File: src/design/lcc_pkg.sv
// ----------------------------------------------------------------------------
// LRU cache hit counter package
// Shared widths, reset values and the control struct sent to the cache entries.
// ----------------------------------------------------------------------------
`default_nettype none

package lcc_pkg;

  localparam int KEY_W           = 32;
  localparam int TALLY_W         = 32;
  localparam int CAP_W           = 5;
  localparam int MAX_ENTRIES_DEF = 16;

  localparam logic [CAP_W-1:0] CAP_RESET = 5'd16;

  typedef struct packed {
    logic fire;
    logic hit;
    logic full;
  } lcc_ctl_t;

endpackage

`default_nettype wire

File: src/design/lcc_entry.sv
// ----------------------------------------------------------------------------
// LRU cache entry
// One cache line: key, valid bit and recency rank, with its own match and update.
// ----------------------------------------------------------------------------
`default_nettype none

module lcc_entry
  import lcc_pkg::*;
#(
  parameter int RANK_W = 4
) (
  input  wire logic              clk,
  input  wire logic              rst_n,
  input  wire lcc_ctl_t          ctl,
  input  wire logic [KEY_W-1:0]  key_i,
  input  wire logic [RANK_W-1:0] limit_i,
  input  wire logic [RANK_W-1:0] evict_rank_i,
  input  wire logic              free_sel_i,
  output logic                   match_o,
  output logic                   valid_o,
  output logic [RANK_W-1:0]      rank_o
);

  logic [KEY_W-1:0]  key_r;
  logic              valid_r;
  logic              valid_nxt;
  logic [RANK_W-1:0] rank_r;
  logic [RANK_W-1:0] rank_nxt;
  logic              evict_self;
  logic              wr;

  assign match_o    = valid_r && (key_r == key_i);
  assign valid_o    = valid_r;
  assign rank_o     = rank_r;
  assign evict_self = ctl.full && valid_r && (rank_r == evict_rank_i);
  assign wr         = ctl.fire && !ctl.hit && (ctl.full ? evict_self : free_sel_i);

  always_comb begin
    valid_nxt = valid_r;
    rank_nxt  = rank_r;
    if (ctl.fire) begin
      if (ctl.hit) begin
        if (match_o) begin
          rank_nxt = '0;
        end else if (valid_r && (rank_r < limit_i)) begin
          rank_nxt = rank_r + 1'b1;
        end
      end else if (wr) begin
        valid_nxt = 1'b1;
        rank_nxt  = '0;
      end else if (valid_r) begin
        rank_nxt = rank_r + 1'b1;
      end
    end
  end

  always_ff @(posedge clk) begin
    if (!rst_n) begin
      valid_r <= 1'b0;
      rank_r  <= '0;
    end else begin
      valid_r <= valid_nxt;
      rank_r  <= rank_nxt;
    end
  end

  always_ff @(posedge clk) begin
    if (wr) begin
      key_r <= key_i;
    end
  end

endmodule

`default_nettype wire

File: src/design/lcc_out_stage.sv
// ----------------------------------------------------------------------------
// LRU cache hit counter output stage
// Hit tally with saturation and the registered result transfer.
// ----------------------------------------------------------------------------
`default_nettype none

module lcc_out_stage
  import lcc_pkg::*;
(
  input  wire logic               clk,
  input  wire logic               rst_n,
  input  wire logic               ld_i,
  input  wire logic               hit_i,
  input  wire logic               last_i,
  input  wire logic               out_tready,
  output logic                    out_tvalid,
  output logic [TALLY_W-1:0]      out_tdata,
  output logic                    out_tuser,
  output logic                    out_tlast
);

  logic [TALLY_W-1:0] tally_r;
  logic [TALLY_W-1:0] tally_nxt;
  logic [TALLY_W-1:0] sum;
  logic               out_v_r;
  logic [TALLY_W-1:0] data_r;
  logic               hit_r;
  logic               last_r;

  assign sum = (hit_i && !(&tally_r)) ? tally_r + 1'b1 : tally_r;

  always_comb begin
    tally_nxt = tally_r;
    if (ld_i) begin
      tally_nxt = last_i ? '0 : sum;
    end
  end

  always_ff @(posedge clk) begin
    if (!rst_n) begin
      tally_r <= '0;
      out_v_r <= 1'b0;
    end else begin
      tally_r <= tally_nxt;
      if (ld_i) begin
        out_v_r <= 1'b1;
      end else if (out_tready) begin
        out_v_r <= 1'b0;
      end
    end
  end

  always_ff @(posedge clk) begin
    if (ld_i) begin
      data_r <= sum;
      hit_r  <= hit_i;
      last_r <= last_i;
    end
  end

  assign out_tvalid = out_v_r;
  assign out_tdata  = data_r;
  assign out_tuser  = hit_r;
  assign out_tlast  = last_r;

endmodule

`default_nettype wire

File: src/design/lru_cache_hit_counter_top.sv
// ----------------------------------------------------------------------------
// LRU cache hit counter
// Fully associative LRU cache of 32-bit keys that reports hit or miss per key
// together with the running hit count of the current run.
//
// Keys arrive on the in_ stream (tdata = key, tlast = last key of a run). Each
// key is captured in an input register, looked up against all entries in
// parallel, and the cache state and result register are updated when the
// result register is free; the key thus passes the input register and then
// the result register before out_tvalid rises.
// One key per cycle is sustained while the receiver accepts results; compare,
// rank update and replacement select all happen in the same cycle.
// Results leave on the out_ stream: tdata = hit count of the run so far
// (saturating), tuser = hit, tlast = echo of the input tlast. The count clears
// after a result marked tlast. When the receiver stalls, the result is held
// and one further key may wait in the input register before in_tready drops.
// cfg_wen writes the capacity (1 to MAX_ENTRIES, other values are clamped).
// Reset empties the cache, clears the count and sets the capacity to 16.
// ----------------------------------------------------------------------------
`default_nettype none

module lru_cache_hit_counter_top
  import lcc_pkg::*;
#(
  parameter int MAX_ENTRIES = MAX_ENTRIES_DEF
) (
  input  wire logic               clk,
  input  wire logic               rst_n,
  input  wire logic               in_tvalid,
  output logic                    in_tready,
  input  wire logic [KEY_W-1:0]   in_tdata,   // [31:0] key
  input  wire logic               in_tlast,
  output logic                    out_tvalid,
  input  wire logic               out_tready,
  output logic [TALLY_W-1:0]      out_tdata,  // [31:0] hits_so_far
  output logic                    out_tuser,  // [0] hit
  output logic                    out_tlast,
  input  wire logic               cfg_wen,
  input  wire logic [CAP_W-1:0]   cfg_wdata
);

  localparam int RANK_W = $clog2(MAX_ENTRIES);
  localparam int OCC_W  = $clog2(MAX_ENTRIES + 1);
  localparam int CMP_W  = (OCC_W > CAP_W) ? OCC_W : CAP_W;

  logic               in_v_r;
  logic [KEY_W-1:0]   in_key_r;
  logic               in_last_r;
  logic               advance;
  logic [CAP_W-1:0]   cap_r;
  logic [OCC_W-1:0]   occ_r;
  logic [OCC_W-1:0]   occ_nxt;
  logic [CMP_W-1:0]   cap_eff;
  logic               full;
  logic               hit;
  logic [RANK_W-1:0]  hit_rank;
  logic [RANK_W-1:0]  evict_rank;
  logic [MAX_ENTRIES-1:0] match_vec;
  logic [MAX_ENTRIES-1:0] valid_vec;
  logic [MAX_ENTRIES-1:0] free_vec;
  logic [MAX_ENTRIES-1:0] free_oh;
  logic [RANK_W-1:0]  rank_arr [MAX_ENTRIES];
  lcc_ctl_t           ctl;

  assign advance   = in_v_r && (!out_tvalid || out_tready);
  assign in_tready = !in_v_r || advance;

  always_ff @(posedge clk) begin
    if (!rst_n) begin
      in_v_r <= 1'b0;
      cap_r  <= CAP_RESET;
      occ_r  <= '0;
    end else begin
      if (in_tvalid && in_tready) begin
        in_v_r <= 1'b1;
      end else if (advance) begin
        in_v_r <= 1'b0;
      end
      if (cfg_wen) begin
        cap_r <= cfg_wdata;
      end
      occ_r <= occ_nxt;
    end
  end

  always_ff @(posedge clk) begin
    if (in_tvalid && in_tready) begin
      in_key_r  <= in_tdata;
      in_last_r <= in_tlast;
    end
  end

  assign cap_eff    = (cap_r == '0) ? CMP_W'(1) : CMP_W'(cap_r);
  assign full       = (CMP_W'(occ_r) >= cap_eff) || (occ_r == OCC_W'(MAX_ENTRIES));
  assign evict_rank = RANK_W'(occ_r - OCC_W'(1));
  assign hit        = |match_vec;
  assign free_vec   = ~valid_vec;
  assign free_oh    = free_vec & (~free_vec + 1'b1);

  always_comb begin
    hit_rank = '0;
    for (int i = 0; i < MAX_ENTRIES; i++) begin
      hit_rank = hit_rank | (rank_arr[i] & {RANK_W{match_vec[i]}});
    end
  end

  always_comb begin
    occ_nxt = occ_r;
    if (advance && !hit && !full) begin
      occ_nxt = occ_r + 1'b1;
    end
  end

  assign ctl = '{fire: advance, hit: hit, full: full};

  for (genvar g = 0; g < MAX_ENTRIES; g++) begin : g_entry
    lcc_entry #(
      .RANK_W (RANK_W)
    ) u_entry (
      .clk          (clk),
      .rst_n        (rst_n),
      .ctl          (ctl),
      .key_i        (in_key_r),
      .limit_i      (hit_rank),
      .evict_rank_i (evict_rank),
      .free_sel_i   (free_oh[g]),
      .match_o      (match_vec[g]),
      .valid_o      (valid_vec[g]),
      .rank_o       (rank_arr[g])
    );
  end

  lcc_out_stage u_out_stage (
    .clk        (clk),
    .rst_n      (rst_n),
    .ld_i       (advance),
    .hit_i      (hit),
    .last_i     (in_last_r),
    .out_tready (out_tready),
    .out_tvalid (out_tvalid),
    .out_tdata  (out_tdata),
    .out_tuser  (out_tuser),
    .out_tlast  (out_tlast)
  );

endmodule

`default_nettype wire

File: config.mk
export PLATFORM = sky130hd
export DESIGN_NAME = lru_cache_hit_counter_top
export DESIGN_NICKNAME = d
export VERILOG_FILES = /design/src/design/lcc_pkg.sv /design/src/design/lcc_entry.sv /design/src/design/lcc_out_stage.sv /design/src/design/lru_cache_hit_counter_top.sv
export SDC_FILE = /design/constraint.sdc
export NUM_CORES = 1
export LEC_CHECK = 0
export ABC_AREA = 1
export BUFFER_PORTS_ARGS = -buffer_cell sky130_fd_sc_hd__buf_2
export CAP_MARGIN = 0
export CORE_ASPECT_RATIO = 1.5
export CORE_MARGIN = 3
export CORE_UTILIZATION = 55
export DETAILED_ROUTE_END_ITERATION = 8
export MAX_ROUTING_LAYER = met4
export PLACE_DENSITY_LB_ADDON = 0.12
export SETUP_SLACK_MARGIN = 0.15
export SYNTH_ARGS = -nofsm -noshare
export SYNTH_HDL_FRONTEND = slang
export SYNTH_SLANG_ARGS = --single-unit
File: constraint.sdc
create_clock -name clk -period 5.9 [get_ports clk]
set_input_delay 0.295 -clock clk [delete_from_list [all_inputs] [get_ports clk]]
set_output_delay 0.295 -clock clk [all_outputs]
set_load 0.01 [all_outputs]
# Word level (Yosys, flattened, before mapping)
# Cells that the tools add are included.
dict set report word_totals {
  in_bits 43
  output_inout_bits 36
  regBits 703
}
dict set report classes {
  n_bitwise 35
  n_eq_ne 49
  order_cmp 17
  n_reduce_logical 146
  n_mux 103
  addsub 20
}
# op count
set ops {}
lappend ops {{== test 32 bit} 16}
lappend ops {{two-way mux 4 bit} 80}
lappend ops {{AND reduction 3 bit} 32}
lappend ops {{logical AND 1 bit} 85}
lappend ops {{adder 4 x 1 -> 4 bit, second input constant} 16}
lappend ops {{bitwise AND 4 bit} 16}
lappend ops {{== test 4 bit} 16}
lappend ops {{less-than comparator 4 bit} 16}
lappend ops {{two-way mux 32 bit} 2}
lappend ops {{OR 4 bit} 15}
lappend ops {{!= test 3 bit, second input constant} 16}
lappend ops {{nonzero test 3 bit} 16}
lappend ops {{adder 32 x 1 -> 32 bit, second input constant} 1}
lappend ops {{NOT 16 bit} 2}
lappend ops {{AND reduction 32 bit} 1}
lappend ops {{two-way mux 1 bit} 20}
lappend ops {{adder 16 x 1 -> 16 bit, second input constant} 1}
lappend ops {{bitwise AND 16 bit} 1}
lappend ops {{OR reduction 16 bit} 1}
lappend ops {{adder 5 x 1 -> 5 bit, second input constant} 1}
lappend ops {{== test 5 bit, second input constant} 1}
lappend ops {{>= comparator 5 bit} 1}
lappend ops {{zero test 1 bit} 5}
lappend ops {{zero test 5 bit} 1}
lappend ops {{other kinds (5)} 8}

# Logic depth before layout (Yosys ltp)
# Gate-level depths: netlist of run 1.
dict set report depth {
  word_depth 23
  depth_mapped 28
}

# Hierarchy
# Synthesis of run 1 repeated with hierarchy kept, for this count alone.
dict set report unflattened {
  cells_unflattened 5861
  hier_area_um2 44333.8
}
# module n_inst area_each_um2 seq_area_each_um2 cells_each
set modules_own_cells {}
lappend modules_own_cells {lcc_entry 16 2394.8 1061.0 322}
lappend modules_own_cells {lcc_out_stage 1 3694.8 1681.6 457}
lappend modules_own_cells {lru_cache_hit_counter_top 1 2322.2 1211.2 252}

# Worst setup path before layout of run 1
# Ideal clock, no wire load.
dict set report synth_path {
  path_kind {register to register}
  start {register in_key_r[30]}
  end {register g_entry[0].u_entry.rank_r[3]}
  required_ps 5787
  path_stages_with_launch 23
  path_slack_ps 1494
  path_buffers 2
  arrival_ps 4293
  synth_period_minus_slack_ps 4406
  path_cell_list {edfxtp_1 -> buf_4 -> inv_4 -> buf_4 -> o21ai_0 -> nor2_1 -> nand2_1 -> nor2_1 -> nand3_1 -> nor2_4 -> nor2_1 -> nand2_2 -> nor2_4 -> nand2_8 -> nor2_4 -> nand2_1 -> a21oi_1 -> or2_2 -> nand3_1 -> nand2_1 -> inv_1 -> nand2_1 -> nor2_1}
}
# element line_no
set synth_lines {}
lappend synth_lines {{from (decl)} lru_cache_hit_counter_top.sv:47} ;# logic [KEY_W-1:0] in_key_r;
lappend synth_lines {{from (signal assigned)} lru_cache_hit_counter_top.sv:88} ;# in_key_r <= in_tdata;
lappend synth_lines {{== test 32 bit} lcc_entry.sv:32} ;# assign match_o = valid_r && (key_r == key_i);
lappend synth_lines {{logical AND 1 bit} lcc_entry.sv:32}
lappend synth_lines {{OR reduction 16 bit (*)} lru_cache_hit_counter_top.sv:96} ;# assign hit = |match_vec;
lappend synth_lines {{via hit} lru_cache_hit_counter_top.sv:55} ;# logic hit;
lappend synth_lines {{zero test 1 bit (*)} lcc_entry.sv:36} ;# assign wr = ctl.fire && !ctl.hit && (ctl.full ? evict_self : free_sel_i);
lappend synth_lines {{logical AND 1 bit (*) (2 in series)} lcc_entry.sv:36}
lappend synth_lines {{via g_entry[0].u_entry.wr} lcc_entry.sv:30} ;# logic wr;
lappend synth_lines {{nonzero test 3 bit (no line) or two-way mux 4 bit (tied branches)} n/a}
lappend synth_lines {{AND reduction 3 bit (no line) or two-way mux 4 bit (tied branches)} n/a}
lappend synth_lines {{to (signal assigned)} lcc_entry.sv:63} ;# rank_r <= rank_nxt;
lappend synth_lines {{to (decl)} lcc_entry.sv:27} ;# logic [RANK_W-1:0] rank_r;
# The timed path passes the listed nets; every way through them passes the cells marked *.
# A chain may end at the register's enable or synchronous reset.

# Final worst setup path of run 1
dict set report layout_path {
  start {register in_key_r[15]}
  end {register g_entry[8].u_entry.key_r[10], enable pin}
}
dict set report layout_between {
  elab_chain_cells 6
}
# element line_no
set layout_rtl {}
lappend layout_rtl {{== test 32 bit} lcc_entry.sv:32}
lappend layout_rtl {{logical AND 1 bit} lcc_entry.sv:32}
lappend layout_rtl {{OR reduction 16 bit (*)} lru_cache_hit_counter_top.sv:96}
lappend layout_rtl {{via hit} lru_cache_hit_counter_top.sv:55}
lappend layout_rtl {{zero test 1 bit (*)} lcc_entry.sv:36}
lappend layout_rtl {{logical AND 1 bit (*) (2 in series)} lcc_entry.sv:36}
lappend layout_rtl {{via g_entry[8].u_entry.wr} lcc_entry.sv:30}
lappend layout_rtl {{to (signal assigned)} lcc_entry.sv:69} ;# key_r <= key_i;
lappend layout_rtl {{to (decl)} lcc_entry.sv:24} ;# logic [KEY_W-1:0] key_r;
# Marked as above.

==> reports/qor_table.md, run 1 <==
| Metric | This run | Unit |
|---|---|---|
| Sequential share of the synthesized area | 56.57 | % |
| Critical setup path kind | register to register | - |
| Detailed-router iteration count before antenna repair | 5 | - |
| Least-Margin Pin Slew | 1.230 | ns |
| Max_cap viols | 0 | - |
| Post-CTS Setup Inserts | 0 | - |
| RSZ-0062 raised after global routing | false | - |
| Most frequent standard cell in the layout excluding fill and tap cells | nand2_1 | - |
| Final cycle utilization of the critical path | 78.37 | % |
| Net count, final | 4,120 | - |
| Instance count of the mapped netlist | 3,884 | - |
| Layout Cell Area excl Fill | 0.03916 | sq mm |
| Final setup vio count | 0 | - |
| Mean routed wirelength per cell | 21.11 | um |
| Initial antenna violation count | 0 | - |
| Synthesis warning total | 0 | - |
| Synthesized flop and latch total | 703 | - |
| Clk sink count | 703 | - |
| Overall Global Routing Usage | 31.97 | % |
| Share of the synthesized area in the top cell type | 49.50 | % |
| Clock buffers created by TritonCTS | 72 | - |
| CORE AREA | 0.06278 | sq mm |
| Share of post-route cells with drive strength above 1 | 8.995 | % |
| Unique cell type count in the Yosys netlist | 57 | - |
| Starting density of the core | 55.95 | % |
| Routed via count divided by cell count | 5.483 | - |
| Horizontal die dimension | 212.3 | um |
| Worst hold path type | primary input to register | - |
| Number of DRC markers after the initial detailed-route iteration | 2,620 | - |
| Achievable Freq | 216.3 | MHz |
| Worst slew slack as a fraction of its limit | 17.52 | % |
| Setup TNS after final layout | 0 | ns |
| Total wire length after detailed routing | 103,200 | um |
| CTS HTree Levels | 3 | - |
| Synth-to-Final Area Change | 11.49 | % |
| Sort of element at the start of the critical path | register | - |
| Via Count | 26,800 | - |
| CTS tree | built | - |
| Final number of max-transition violations | 0 | - |
| I/O pins | 79 | - |
| Largest net degree at the start of global routing | 63 | - |
| Most instantiated flip-flop cell in the synthesis netlist | edfxtp_1 | - |
| Cell chosen for the clock root | clkbuf_16 | - |
| Clock-pin slew reported for the worst setup and hold paths after clock tree synthesis | 0.06 | ns |
| Die extent in y | 315.5 | um |
| Placement Setup Slack | 1.322 | ns |
| Library cell with the largest summed area after synthesis | edfxtp_1 | - |
| Post-route setup slack | 1.276 | ns |
| Final weighted congestion in routability-driven placement | 0.9530 | - |
| R2R setup slack | 1.28 | ns |
| Vias in the first global route | 25,720 | - |
| Crit path arrival time | 4.62 | ns |
| Largest cells by area after synthesis | edfxtp_1, nand2_1, dfxtp_1 | - |
| Area enclosed by the die boundary | 0.06699 | sq mm |
| Final antenna diode count | 0 | - |
| Bufs on Longest Clock Path | 3 | - |
| Wire length of the first global-routing pass | 154,500 | um |
| Cell area power density | 280.3 | mW/mm^2 |
| Number of placement rows | 112 | - |
| Endpoint required time on the critical path | 5.89 | ns |
| DPL Wire Length | 70,060 | um |
| Highest net fanout along the worst path | 32 | - |
| Lkg Pwr | 15.79 | nW |
| Number of hold-repair buffers added at the cts stage | 43 | - |
| Clock Skews | 0.01576 | ns |
| Count of buffers from port buffering | 78 | - |
| Async set-reset flop share out of synthesis | 0 | % |
| Resize count post-CTS | 0 | - |
| Peak supply drop | 0.0002956 | V |
| Aggregate global routing overflow | 0 | - |
| Synthesized net count | 3,968 | - |
| Syn avg cell area | 9.043 | sq um |
| Status | finished clean | - |
| Top library cells by usage in the layout, fill and taps aside | nand2_1, edfxtp_1, nor2_1, inv_1, xnor2_1 | - |
| Final hold violations | 0 | - |
| Critical Path Sink Type | register | - |
| Number of flops mapped to enable cells by yosys | 579 | - |
| DRT antenna net count | 0 | - |
| Final period demand of the worst path | 4.624 | ns |
| Cell area after placement | 0.03641 | sq mm |
| Depth of the most critical reg-to-reg path | 14 | - |
| Number of remaining DRC errors | 0 | - |
| Synthesized area | 0.03512 | sq mm |
| WHS Path Cells | 3 | - |
| Clock latency at the later pin of the worst-skew pair | 0.63 | ns |
[cell type report]
| cell class | instances | area, sq um |
|---|---|---|
| Fill cell | 5341 | 23620 |
| Sequential cell | 703 | 19870 |
| Multi-Input combinational cell | 2636 | 12910 |
| Clock buffer | 88 | 1903 |
| Inverter | 419 | 1580 |
| Timing Repair Buffer | 204 | 1481 |
| Tap cell | 798 | 998.5 |
| Clock inverter | 41 | 415.4 |
[cells by family (layout without fill, tap and decap cells)]
family | Yosys count | in the layout | share of synthesized area (%)
AOI/OAI and AO/OA | 456 | 456 | 7.253
buffers and inverters | 545 | 752 | 6.758
and+or+nand+nor | 1899 | 1899 | 21.89
adders and majority gates | 41 | 41 | 1.461
muxes | 1 | 1 | 0.02850
DFF | 703 | 703 | 56.57
xor gates and xnor gates | 239 | 239 | 6.045
[state kept, by name, indices dropped and copies added, names as in the netlist]
register                 flops
in_last_r                    1
g_entry.u_entry.key_r      512
in_key_r                    32
occ_r                        5
cap_r                        5
g_entry.u_entry.rank_o      64
in_v_r                       1
u_out_stage.out_tvalid       1
g_entry.u_entry.valid_o     16
u_out_stage.out_tlast        1
u_out_stage.out_tuser        1
u_out_stage.out_tdata       32
u_out_stage.tally_r         32
[synthesized netlist by cell type (all sizes together) (11+ instances only)]
master	number
a21oi	145
buf	90
clkbuf	36
dfxtp	124
edfxtp	579
ha	41
inv	418
nand2	1198
nand3	125
nand3b	16
nand4	16
nor2	501
nor3	29
o21a	11
o21ai	243
o41ai	12
xnor2	168
xor2	71
[where the power goes]
part / internal [mW] / switching (mW) / leakage [nW]
combinational: 0.246 / 0.594 / 8.41
clock: 2.65 / 1.95 / 1.13
sequential: 5.47 / 0.0641 / 6.25
total: 8.37 / 2.61 / 15.8
[critical path, stage by stage (launching register included)]
cell and delay [ns]:
edfxtp_1 0.82, buf_4 0.44, o21ai_1 0.12, nor2_1 0.09, nand2_1 0.13, nor2_1 0.17, nand3_1 0.16, nor2_2 0.33
nor2_1 0.11, nand2_2 0.09, nor2_4 0.06, nand2_8 0.09, nor2_4 0.11, nand3_1 0.24, clkinv_1 0.97
[metrics by stage]
step	hold WS (ns)	cells	utilization, %	total power, mW
after floorplan	0.3939	3884	-	6.145
after CTS	0.01637	4889	62.37	11.04
final	0.03982	4889	62.37	10.98
after global routing	0.05484	4889	62.37	11.33
after detailed placement	0.4597	4717	58.00	6.454
after global placement	0.4534	4717	58.00	6.445
[path summary, 6_finish.rpt]
kind	from	end
worst max-delay path	in_key_r[15]	g_entry[8].u_entry.key_r[10]
worst min-delay path	cfg_wen	cap_r[1]
worst max register to register	in_key_r[15]	g_entry[8].u_entry.key_r[10]
worst min register to register	u_out_stage.tally_r[26]	u_out_stage.tally_r[26]
[metal layers]
metal | GRT usage [%] | share of wire (%)
met5 | - | 0
met4 | 17.43 | 6.1
met3 | 3.901 | 6.6
met2 | 53.73 | 49
met1 | 37.52 | 38
No activity file was read; power rests on OpenSTA's default activity.
==> run 2: changes to the inputs <==
==> constraint.sdc (replaced) <==
create_clock -name clk -period 4.6 [get_ports clk]
set_input_delay 0.23 -clock clk [delete_from_list [all_inputs] [get_ports clk]]
set_output_delay 0.23 -clock clk [all_outputs]
set_load 0.01 [all_outputs]
==> run 2 against run 1 <==
Against the previous run: combinational power grew 33%; via count up 1.2%; routed wire length rose by 5.2%; largest cell class unchanged.
==> reports/qor_table.md, run 2 (synthesized netlist as in run 1, its figures left out) <==
| Metric | This run | Unit | Delta |
|---|---|---|---|
| Status | finished clean | - |  |
| Mean routed wirelength per cell | 22.08 | um | +4.6% |
| Multi-input combinational cell area | 0.01292 | sq mm | about the same |
| Number of remaining DRC errors | 0 | - | unchanged |
| Cell chosen for the clock root | clkbuf_16 | - |  |
| Clk sink count | 703 | - | unchanged |
| Count of buffers from port buffering | 78 | - | unchanged |
| Worst hold path type | primary input to register | - |  |
| Net count, final | 4,144 | - | +0.58% |
| Clock-pin slew reported for the worst setup and hold paths after clock tree synthesis | 0.06 | ns | about the same |
| Highest net fanout along the worst path | 32 | - | unchanged |
| Overall Global Routing Usage | 33.44 | % | +1.5 points |
| Clock buffers created by TritonCTS | 70 | - | -2.8% |
| Peak supply drop | 0.0003541 | V | +20% |
| Achievable Freq | 244.2 | MHz | +13% |
| Bufs on Longest Clock Path | 3 | - | unchanged |
| Least-Margin Pin Slew | 1.096 | ns | -0.1333 ns |
| Area occupied by registers | 0.01987 | sq mm | unchanged |
| Largest net degree at the start of global routing | 56 | - | -11% |
| Synth-to-Final Area Change | 12.08 | % |  |
| Number of placement rows | 112 | - | unchanged |
| Routed via count divided by cell count | 5.519 | - | +0.66% |
| Number of DRC markers after the initial detailed-route iteration | 2,378 | - | -9.2% |
| Total wire length after detailed routing | 108,600 | um | +5.2% |
| I/O pins | 79 | - | unchanged |
| Final number of max-transition violations | 0 | - | unchanged |
| Horizontal die dimension | 212.3 | um | unchanged |
| DRT antenna net count | 0 | - | unchanged |
| Critical Path Sink Type | register | - |  |
| Filler cell count in the final layout | 5,311 | - | -0.56% |
| Crit path arrival time | 4.36 | ns | -0.26 ns |
| Endpoint required time on the critical path | 4.86 | ns | -1.03 ns |
| Cell area after placement | 0.03659 | sq mm | +0.49% |
| Minimum hold slack | 0.04447 | ns | +0.004653 ns |
| Top library cells by usage in the layout, fill and taps aside | nand2_1, edfxtp_1, nor2_1, inv_1, xnor2_1 | - |  |
| Via Count | 27,130 | - | +1.2% |
| Number of flip-flops under the largest register name | 512 | - | unchanged |
| Vias in the first global route | 26,030 | - | +1.2% |
| CTS tree | built | - |  |
| Layout Cell Area excl Fill | 0.03937 | sq mm | +0.53% |
| Lkg Pwr | 15.90 | nW | +0.74% |
| Clock Skews | 0.02586 | ns | +0.01010 ns |
| Max_cap viols | 0 | - | unchanged |
| Post-CTS Setup Inserts | 0 | - | unchanged |
| Die extent in y | 315.5 | um | unchanged |
| CORE AREA | 0.06278 | sq mm | unchanged |
| DPL Wire Length | 75,040 | um | +7.1% |
| Final period demand of the worst path | 4.095 | ns | -0.5294 ns |
| Clock latency at the later pin of the worst-skew pair | 0.64 | ns | about the same |
| Final weighted congestion in routability-driven placement | 0.9901 | - | +3.9% |
| Detailed-router iteration count before antenna repair | 6 | - | +1 |
| Top register by number of flip-flops | g_entry.u_entry.key_r | - |  |
| Final hold violations | 0 | - | unchanged |
| Power after layout | 14.05 | mW | +28% |
| Area enclosed by the die boundary | 0.06699 | sq mm | unchanged |
| Post-layout utilization of the core | 62.71 | % | +0.33 points |
| CTS HTree Levels | 3 | - | unchanged |
| Final setup vio count | 0 | - | unchanged |
| Most frequent standard cell in the layout excluding fill and tap cells | nand2_1 | - |  |
| Wire length of the first global-routing pass | 159,900 | um | +3.5% |
| Worst slew slack as a fraction of its limit | 26.84 | % | +9.3 points |
| Starting density of the core | 55.95 | % | unchanged |
| RSZ-0062 raised after global routing | false | - |  |
| Cell area power density | 356.9 | mW/mm^2 | +27% |
| Final cycle utilization of the critical path | 89.01 | % | +11 points |
| Setup TNS after final layout | 0 | ns | unchanged |
| Critical setup path kind | register to register | - |  |
| Aggregate global routing overflow | 0 | - | unchanged |
| Initial antenna violation count | 1 | - | +1 |
| Sort of element at the start of the critical path | register | - |  |
| Share of post-route cells with drive strength above 1 | 9.572 | % | +0.58 points |
-- run 2: cell count changes in the layout (fill, tap and decap cells not counted), sizes merged, moves of 3 or more --
cell and change:
clkinv -3, dlygate4sd3 +4, buf +22, clkbuf +3, inv -3, clkinvlp +4
-- run 2: repair_timing --
item,in CTS,in global routing
resized for setup,0,3
hold endpoints to repair,40,0
endpoints found under the setup margin,0,33
hold buffers,47,0
-- run 2: layout make-up --
cell class	instances	area share, %
timing repair buffer	230	4.326
clock inverter	37	0.9090
inverter	419	4.014
clock buffer	91	4.917
antenna	2	0.01271
multi-input combinational	2636	32.81
tap	798	2.536
sequential	703	50.47
-- run 2: where the power goes --
group | switching, mW | total [mW] | internal (mW)
clock network | 2.51 | 5.84 | 3.32
registers | 0.0791 | 7.10 | 7.02
logic | 0.783 | 1.12 | 0.335
total | 3.38 | 14.0 | 10.7
-- run 2: per-stage QoR --
| step | setup WS, ns | cells |
|---|---|---|
| 6_report | 0.5054 | 4916 |
| 5_1_grt | 0.3064 | 4915 |
| 4_1_cts | 0.2677 | 4914 |
| 3_5_place_dp | 0.2841 | 4739 |
| 3_3_place_gp | 0.3284 | 4739 |
| 2_1_floorplan | 0.1943 | 3884 |
-- run 2: metal layers --
layer  share of wire (%)  global-route usage, %
met5                   0                      -
met4                 7.4                  21.43
met3                 7.0                  4.655
met2                  49                  56.55
met1                  36                  37.14
-- run 2: critical path, cell delays in order (launching register included) --
cell,delay (ns)
dfxtp_1,0.49
nand2_1,0.19
inv_1,0.08
nand2_1,0.07
nor2_1,0.24
inv_1,0.09
nor2_1,0.33
nand3_1,0.16
nor2_1,0.19
nand2_1,0.28
nor2_1,0.21
nand3_1,0.14
nor2_1,0.22
nand2_1,0.07
nand2_1,0.08
nand3_1,0.20
inv_1,0.14
buf_4,0.49
-- run 2: path summary, 6_finish.rpt --
kind / start / end / slack [ns] / cells after the start
hold / removal: rst_n / g_entry[6].u_entry.rank_o[1] / 0.04 / 3
setup / recovery: g_entry[1].u_entry.valid_o / g_entry[13].u_entry.key_r[1] / 0.51 / 17
setup reg to reg: g_entry[1].u_entry.valid_o / g_entry[13].u_entry.key_r[1] / 0.51 / 17
hold reg to reg: u_out_stage.tally_r[26] / u_out_stage.tally_r[26] / 0.47 / 2
